==> src/sv/sdrf_pkg.sv <==
package sdrf_pkg;

  // Number of switches handled side by side, one lane each.
  localparam int NumSwitches = 2;
  localparam int CountW      = 8;

  // Tick timing that sets the reset values of the count registers.
  localparam int PollRateHz = 200;
  localparam int PressMs    = 10;
  localparam int ReleaseMs  = 100;
  localparam int TickMs     = 1000 / PollRateHz;

  localparam logic [CountW-1:0] PressCountRst   = CountW'(PressMs / TickMs);
  localparam logic [CountW-1:0] ReleaseCountRst = CountW'(ReleaseMs / TickMs);

  // Configuration port geometry: two 8-bit registers on a 32-bit bus at byte addresses 0 and 4.
  localparam int ApbDataW = 32;
  localparam int PaddrW   = 3;

  typedef enum logic {
    RegPressCount   = 1'b0,
    RegReleaseCount = 1'b1
  } reg_idx_e;

  typedef enum logic [1:0] {
    OpTick  = 2'd0,
    OpClear = 2'd1,
    OpReset = 2'd2
  } op_e;

  typedef struct packed {
    logic [CountW-1:0] press_count;
    logic [CountW-1:0] release_count;
  } cfg_t;

  typedef struct packed {
    logic tick;
    logic clear_state;
  } lane_ctrl_t;

  typedef struct packed {
    logic pressed;
    logic released;
  } lane_out_t;

endpackage

==> src/sv/sdrf_cfg.sv <==
module sdrf_cfg (
  input  logic                             clk_i,
  input  logic                             rst_ni,
  input  logic                             psel,
  input  logic                             penable,
  input  logic                             pwrite,
  input  logic [sdrf_pkg::PaddrW-1:0]      paddr,
  input  logic [sdrf_pkg::ApbDataW-1:0]    pwdata,
  output logic [sdrf_pkg::ApbDataW-1:0]    prdata,
  output logic                             pready,
  output sdrf_pkg::cfg_t                   cfg_o
);

  logic [sdrf_pkg::CountW-1:0] press_q, press_d;
  logic [sdrf_pkg::CountW-1:0] release_q, release_d;
  logic                        wr_en;
  sdrf_pkg::reg_idx_e          idx;

  assign pready = 1'b1;
  assign wr_en  = psel & penable & pwrite;
  assign idx    = sdrf_pkg::reg_idx_e'(paddr[2]);

  always_comb begin
    press_d   = press_q;
    release_d = release_q;
    if (wr_en) begin
      unique case (idx)
        sdrf_pkg::RegPressCount:   press_d   = pwdata[sdrf_pkg::CountW-1:0];
        sdrf_pkg::RegReleaseCount: release_d = pwdata[sdrf_pkg::CountW-1:0];
        default: ;
      endcase
    end
  end

  always_comb begin
    unique case (idx)
      sdrf_pkg::RegPressCount:
        prdata = sdrf_pkg::ApbDataW'(press_q);
      sdrf_pkg::RegReleaseCount:
        prdata = sdrf_pkg::ApbDataW'(release_q);
      default: prdata = '0;
    endcase
  end

  always_ff @(posedge clk_i or negedge rst_ni) begin
    if (!rst_ni) begin
      press_q   <= sdrf_pkg::PressCountRst;
      release_q <= sdrf_pkg::ReleaseCountRst;
    end else begin
      press_q   <= press_d;
      release_q <= release_d;
    end
  end

  assign cfg_o.press_count   = press_q;
  assign cfg_o.release_count = release_q;

endmodule

==> src/sv/sdrf_lane.sv <==
module sdrf_lane (
  input  logic                 clk_i,
  input  logic                 rst_ni,
  input  sdrf_pkg::lane_ctrl_t ctrl_i,
  input  logic                 raw_released_i,
  input  sdrf_pkg::cfg_t       cfg_i,
  output sdrf_pkg::lane_out_t  next_o
);

  logic                        pressed_q, pressed_d;
  logic [sdrf_pkg::CountW-1:0] count_q, count_d;
  logic                        agree;
  logic                        expire;

  // A raw high means released, so the levels agree when they differ as bits.
  assign agree  = raw_released_i != pressed_q;
  assign expire = count_q <= sdrf_pkg::CountW'(1);

  always_comb begin
    pressed_d       = pressed_q;
    count_d         = count_q;
    next_o.released = 1'b0;
    if (ctrl_i.tick) begin
      if (agree) begin
        count_d = pressed_q ? cfg_i.release_count : cfg_i.press_count;
      end else if (expire) begin
        // Toggle and reload for the new state rather than wrapping.
        pressed_d       = ~pressed_q;
        count_d         = pressed_q ? cfg_i.press_count : cfg_i.release_count;
        next_o.released = pressed_q;
      end else begin
        count_d = count_q - sdrf_pkg::CountW'(1);
      end
    end else if (ctrl_i.clear_state) begin
      pressed_d = 1'b0;
    end
    next_o.pressed = pressed_d;
  end

  always_ff @(posedge clk_i or negedge rst_ni) begin
    if (!rst_ni) begin
      pressed_q <= 1'b0;
      count_q   <= sdrf_pkg::PressCountRst;
    end else begin
      pressed_q <= pressed_d;
      count_q   <= count_d;
    end
  end

endmodule

==> src/sv/switch_debounce_release_flags.sv <==
// A result is offered in the cycle after its item is accepted. Throughput: one item per
// cycle when not stalled; the per-switch lanes and the flag merge are a single compare,
// decrement and reload stage, and the output register decouples the two sides.
// Reset: switches read as released, release flags are clear, countdowns hold the press
// count reset value (2), and the registers return to press 2 and release 20 ticks.
module switch_debounce_release_flags (
  input  logic                                clk_i,
  input  logic                                rst_ni,
  // Input channel.
  input  logic                                in_valid_i,
  output logic                                in_stall_o,
  input  logic [1:0]                          operation_i,
  input  logic [sdrf_pkg::NumSwitches-1:0]    raw_levels_i,
  input  logic [sdrf_pkg::NumSwitches-1:0]    clear_mask_i,
  // Result channel.
  output logic                                out_valid_o,
  input  logic                                out_stall_i,
  output logic [sdrf_pkg::NumSwitches-1:0]    debounced_pressed_o,
  output logic [sdrf_pkg::NumSwitches-1:0]    release_flags_o,
  // Configuration port.
  input  logic                                psel,
  input  logic                                penable,
  input  logic                                pwrite,
  input  logic [sdrf_pkg::PaddrW-1:0]         paddr,
  input  logic [sdrf_pkg::ApbDataW-1:0]       pwdata,
  output logic [sdrf_pkg::ApbDataW-1:0]       prdata,
  output logic                                pready
);

  localparam int N = sdrf_pkg::NumSwitches;

  sdrf_pkg::cfg_t       cfg;
  sdrf_pkg::lane_ctrl_t lane_ctrl;
  sdrf_pkg::lane_out_t  lane_next [N];
  sdrf_pkg::op_e        op;

  logic         accept;
  logic [N-1:0] pressed_next;
  logic [N-1:0] released_evt;
  logic [N-1:0] seen_q, seen_d;
  logic         out_valid_q, out_valid_d;
  logic [N-1:0] out_pressed_q;
  logic [N-1:0] out_flags_q;

  // The count registers live in their own small block.
  sdrf_cfg u_cfg (
    .clk_i   (clk_i),
    .rst_ni  (rst_ni),
    .psel    (psel),
    .penable (penable),
    .pwrite  (pwrite),
    .paddr   (paddr),
    .pwdata  (pwdata),
    .prdata  (prdata),
    .pready  (pready),
    .cfg_o   (cfg)
  );

  // The input side stalls only when the held result has not been taken yet, so
  // a new item enters in the same cycle that the previous result transfers.
  assign in_stall_o = out_valid_q & out_stall_i;
  assign accept     = in_valid_i & ~in_stall_o;
  assign op         = sdrf_pkg::op_e'(operation_i);

  // Every lane sees the same decoded operation; only ticks move the countdowns.
  assign lane_ctrl.tick        = accept && (op == sdrf_pkg::OpTick);
  assign lane_ctrl.clear_state = accept && (op == sdrf_pkg::OpReset);

  for (genvar g = 0; g < N; g++) begin : g_lane
    sdrf_lane u_lane (
      .clk_i          (clk_i),
      .rst_ni         (rst_ni),
      .ctrl_i         (lane_ctrl),
      .raw_released_i (raw_levels_i[g]),
      .cfg_i          (cfg),
      .next_o         (lane_next[g])
    );
    assign pressed_next[g] = lane_next[g].pressed;
    assign released_evt[g] = lane_next[g].released;
  end

  // Merge stage: the sticky release flags collect the lanes' release events,
  // drop bits by mask on a clear item, and drop everything on a reset item.
  always_comb begin
    seen_d = seen_q;
    if (accept) begin
      unique case (op)
        sdrf_pkg::OpTick:  seen_d = seen_q | released_evt;
        sdrf_pkg::OpClear: seen_d = seen_q & ~clear_mask_i;
        sdrf_pkg::OpReset: seen_d = '0;
        default:           seen_d = seen_q;
      endcase
    end
  end

  // The result register holds a value until it transfers; an accepted item
  // always produces exactly one result, showing the state after its update.
  always_comb begin
    out_valid_d = out_valid_q;
    if (accept) begin
      out_valid_d = 1'b1;
    end else if (out_valid_q && !out_stall_i) begin
      out_valid_d = 1'b0;
    end
  end

  always_ff @(posedge clk_i or negedge rst_ni) begin
    if (!rst_ni) begin
      seen_q      <= '0;
      out_valid_q <= 1'b0;
    end else begin
      seen_q      <= seen_d;
      out_valid_q <= out_valid_d;
    end
  end

  always_ff @(posedge clk_i) begin
    if (accept) begin
      out_pressed_q <= pressed_next;
      out_flags_q   <= seen_d;
    end
  end

  assign out_valid_o         = out_valid_q;
  assign debounced_pressed_o = out_pressed_q;
  assign release_flags_o     = out_flags_q;

  // A stall toward the source only ever comes from a held result.
  a_stall_needs_result : assert property (@(posedge clk_i) disable iff (!rst_ni)
    in_stall_o |-> out_valid_o)
    else $error("input stalled without a pending result");

  // A reset item leaves everything released and every flag clear.
  a_reset_item_clears : assert property (@(posedge clk_i) disable iff (!rst_ni)
    (accept && op == sdrf_pkg::OpReset) |=>
      (debounced_pressed_o == '0 && release_flags_o == '0))
    else $error("reset item left state or flags set");

  // A clear item drops every masked flag in its result.
  a_clear_item_masks : assert property (@(posedge clk_i) disable iff (!rst_ni)
    (accept && op == sdrf_pkg::OpClear) |=>
      ((release_flags_o & $past(clear_mask_i)) == '0))
    else $error("clear item left a masked flag set");

  // Ticks only ever add release flags.
  a_tick_keeps_flags : assert property (@(posedge clk_i) disable iff (!rst_ni)
    (accept && op == sdrf_pkg::OpTick) |=> ((seen_q & $past(seen_q)) == $past(seen_q)))
    else $error("tick dropped a release flag");

endmodule

==> config.mk <==
export PLATFORM = sky130hd
export DESIGN_NAME = switch_debounce_release_flags
export DESIGN_NICKNAME = d
export VERILOG_FILES = /design/src/sv/sdrf_pkg.sv /design/src/sv/sdrf_cfg.sv /design/src/sv/sdrf_lane.sv /design/src/sv/switch_debounce_release_flags.sv
export SDC_FILE = /design/constraint.sdc
export NUM_CORES = 1
export LEC_CHECK = 0
export ABC_AREA = 1
export BUFFER_PORTS_ARGS = -buffer_cell sky130_fd_sc_hd__clkbuf_2
export CAP_MARGIN = 10
export CORE_MARGIN = 2
export CORE_UTILIZATION = 35
export CTS_BUF_LIST = sky130_fd_sc_hd__clkbuf_4 sky130_fd_sc_hd__clkbuf_8
export CTS_CLUSTER_DIAMETER = 60
export DETAILED_ROUTE_END_ITERATION = 7
export REMOVE_ABC_BUFFERS = 1
export SKIP_CTS_REPAIR_TIMING = 1
export SYNTH_ARGS = -nofsm -noshare
export SYNTH_HDL_FRONTEND = slang
export SYNTH_SLANG_ARGS = --single-unit
==> constraint.sdc <==
create_clock -name clk_i -period 3.75 [get_ports clk_i]
set_clock_uncertainty 0.2 [all_clocks]
set_input_delay 0.75 -clock clk_i [delete_from_list [all_inputs] [get_ports clk_i]]
set_output_delay 0.75 -clock clk_i [all_outputs]
set_load 0.02 [all_outputs]
==> results.json <==
{
  "rows": 34,
  "cts_max_path_buffers": 2,
  "cp.required_ns": 2.80,
  "fp.dieH_um": 98.1,
  "criticalPathCategory": "in -> out",
  "synth_seq_cells": 41,
  "cap_violations": 0,
  "layout.nets": 521,
  "first_pass_iters": 4,
  "antenna_cells": 0,
  "syn_area_per_cell_um2": 6.96,
  "path_common_cell": "clkbuf_2",
  "insertion_delay_ns": 0.30,
  "layout-drive-gt1-share_pct": 16.6,
  "htreeDepth": 2,
  "power_leakage_uw": 0.00174,
  "drc": 0,
  "relSlewSlack_pct": 33.6,
  "vias_per_cell": 4.71,
  "coreArea_um2": 8640,
  "syn-cell-area_um2": 3100,
  "critical_path_arrival_ns": 1.54,
  "syn2layout_area_growth_pct": 5.61,
  "fmax_ghz": 0.402,
  "wl_per_cell_um": 12.0,
  "period_share_pct": 66.3,
  "vias": 2725,
  "total_power_uw": 1870,
  "hold_viol_final": 0,
  "fin_setup_tns_ns": 0,
  "layout_commonest_cell": "nand2_1",
  "hpwl_um": 5230,
  "crit_path_start_kind": "input port",
  "worstPathCellList": "clkbuf_2 > inv_2 > o21ai_0 > clkbuf_2",
  "peakVddDrop_mv": 0.244,
  "postRouteAntennaNets": 0,
  "hold_class": "reg -> reg",
  "dieArea_um2": 9620,
  "grtUsageTotal_pct": 14.8,
  "clock_sinks": 41,
  "synth_cells": 445,
  "numPortBuffers": 35,
  "io_pins": 87,
  "fillers": 932,
  "grt_max_degree": 38,
  "worstPathMaxFanout": 12,
  "slowest_stage": "o21ai_0",
  "synth.distinct_cells": 32,
  "drt-total-wl_um": 6920,
  "place_congestion": 0.861,
  "critPathCaptureType": "primary output",
  "final-setup-viol-count": 0,
  "antenna_found_initial": 0,
  "period_minus_slack_ns": 2.49,
  "worst_pin_slew_ns": 0.996,
  "drt_iter0_drc": 144,
  "numCtsBuffers": 5,
  "drv_slew": 0,
  "synth_seq_area_share_pct": 34.0,
  "rsz0062_at_grt": "no",
  "power_density_nw_per_um2": 572,
  "r2r_cells": 7,
  "start_util_pct": 35.9,
  "yosysWarnings": 0,
  "cts_root_buffer": "clkbuf_8",
  "grt_pass1_wl_um": 11600,
  "grt_pass1_vias": 2514,
  "cpPeakStageDelay_ns": 0.24,
  "clkSlewWorstSetupHoldPaths_ns": 0.08,
  "die_w_um": 98.1,
  "status": "finished clean",
  "final_cell_mix": "nand2_1, inv_1, o21ai_0, clkbuf_2",
  "overflow": 0,
  "whs_path_depth": 2,
  "cts_tree": "built"
}
## path summary, 6_finish.rpt
| kind | slack (ns) | endpoint | start |
|---|---|---|---|
| worst max register to register | 1.75 | g_lane[1].u_lane.count_q[2] | g_lane[1].u_lane.pressed_q |
| max in group asynchronous | 2.33 | u_cfg.release_q[1] | rst_ni |
| worst max-delay path | 1.26 | prdata[3] | paddr[2] |
| worst min register to register | 0.28 | g_lane[1].u_lane.count_q[1] | g_lane[1].u_lane.count_q[1] |
| worst min-delay path | 0.28 | g_lane[1].u_lane.count_q[1] | g_lane[1].u_lane.count_q[1] |
| min in group asynchronous | 0.40 | seen_q[0] | rst_ni |
## kinds of logic after synthesis
logic type	Yosys count	share of synthesized area, %
AOI/OAI and AO/OA	93	16.3
xor gates and xnor gates	4	1.13
adders and majority gates	4	1.62
buffers and inverters	99	17.2
DFF	41	34.0
other	2	0.242
and+or+nand+nor	202	29.6
## cell type report
| class | instances | area, um^2 | share of cell area, % |
|---|---|---|---|
| inverters | 58 | 223 | 6.81 |
| multi-input cells | 328 | 1600 | 48.9 |
| flip-flops and latches | 41 | 1050 | 32.2 |
| clock inverters | 2 | 10.0 | 0.306 |
| clock buffers | 6 | 76.3 | 2.33 |
| well taps | 108 | 135 | 4.13 |
| repair buffers | 35 | 175 | 5.35 |
## power breakdown
part | switching, uW | internal (uW)
logic | 534 | 306
registers | 169 | 569
clock network | 158 | 136
total | 861 | 1010
## worst max-delay path: cells and delay by family
| family | cells | cell delay, ns |
|---|---|---|
| compound gates | 1 | 0.24 |
| buf+inv | 3 | 0.55 |
## metal layers
metal / vias to the layer above / wire, um / GRT usage [%]
met3: 8 / 271 / 2.15
met4: 0 / 97 / 4.81
met2: 57 / 3320 / 25.7
met5: - / 0 / 0
met1: 1242 / 3230 / 18.8
li1: 1418 / - / -
## per-stage QoR
stage | cells | worst slack [ns] | hold slack, ns | util, % | cell area [um^2]
after floorplan | 427 | 1.52 | 0.254 | - | 2880
after global placement | 570 | 1.25 | 0.268 | 36.9 | 3190
after detailed placement | 570 | 1.26 | 0.268 | 36.9 | 3190
after CTS | 578 | 1.26 | 0.282 | 37.9 | 3270
after global routing | 578 | 1.18 | 0.321 | 37.9 | 3270
final | 578 | 1.26 | 0.280 | 37.9 | 3270
## cells in the mapped netlist, drive strengths merged
| library cell | n | area (um^2) |
|---|---|---|
| nand2 | 137 | 554 |
| xnor2 | 4 | 35.0 |
| ha | 4 | 50.1 |
| inv | 58 | 223 |
| a211oi | 1 | 7.51 |
| nor2 | 41 | 238 |
| dfrtp | 32 | 801 |
| dfstp | 5 | 131 |
| buf | 37 | 294 |
| and3 | 1 | 6.26 |
| o21ai | 47 | 243 |
| clkbuf | 4 | 15.0 |
| conb | 2 | 7.51 |
| edfxtp | 4 | 120 |
| a2bb2oi | 1 | 8.76 |
| o22ai | 17 | 106 |
| a21oi | 27 | 139 |
| nand4 | 3 | 18.8 |
| nand3 | 20 | 100 |
## state kept, by name, indices dropped and copies added (netlist names)
register and cells:
g_lane.u_lane.count_q 16, u_cfg.release_q 8, g_lane.u_lane.pressed_q 2, out_valid_o 1, debounced_pressed_o 2, u_cfg.press_q 8, seen_q 2, release_flags_o 2
No activity file was read; power rests on OpenSTA's default activity.
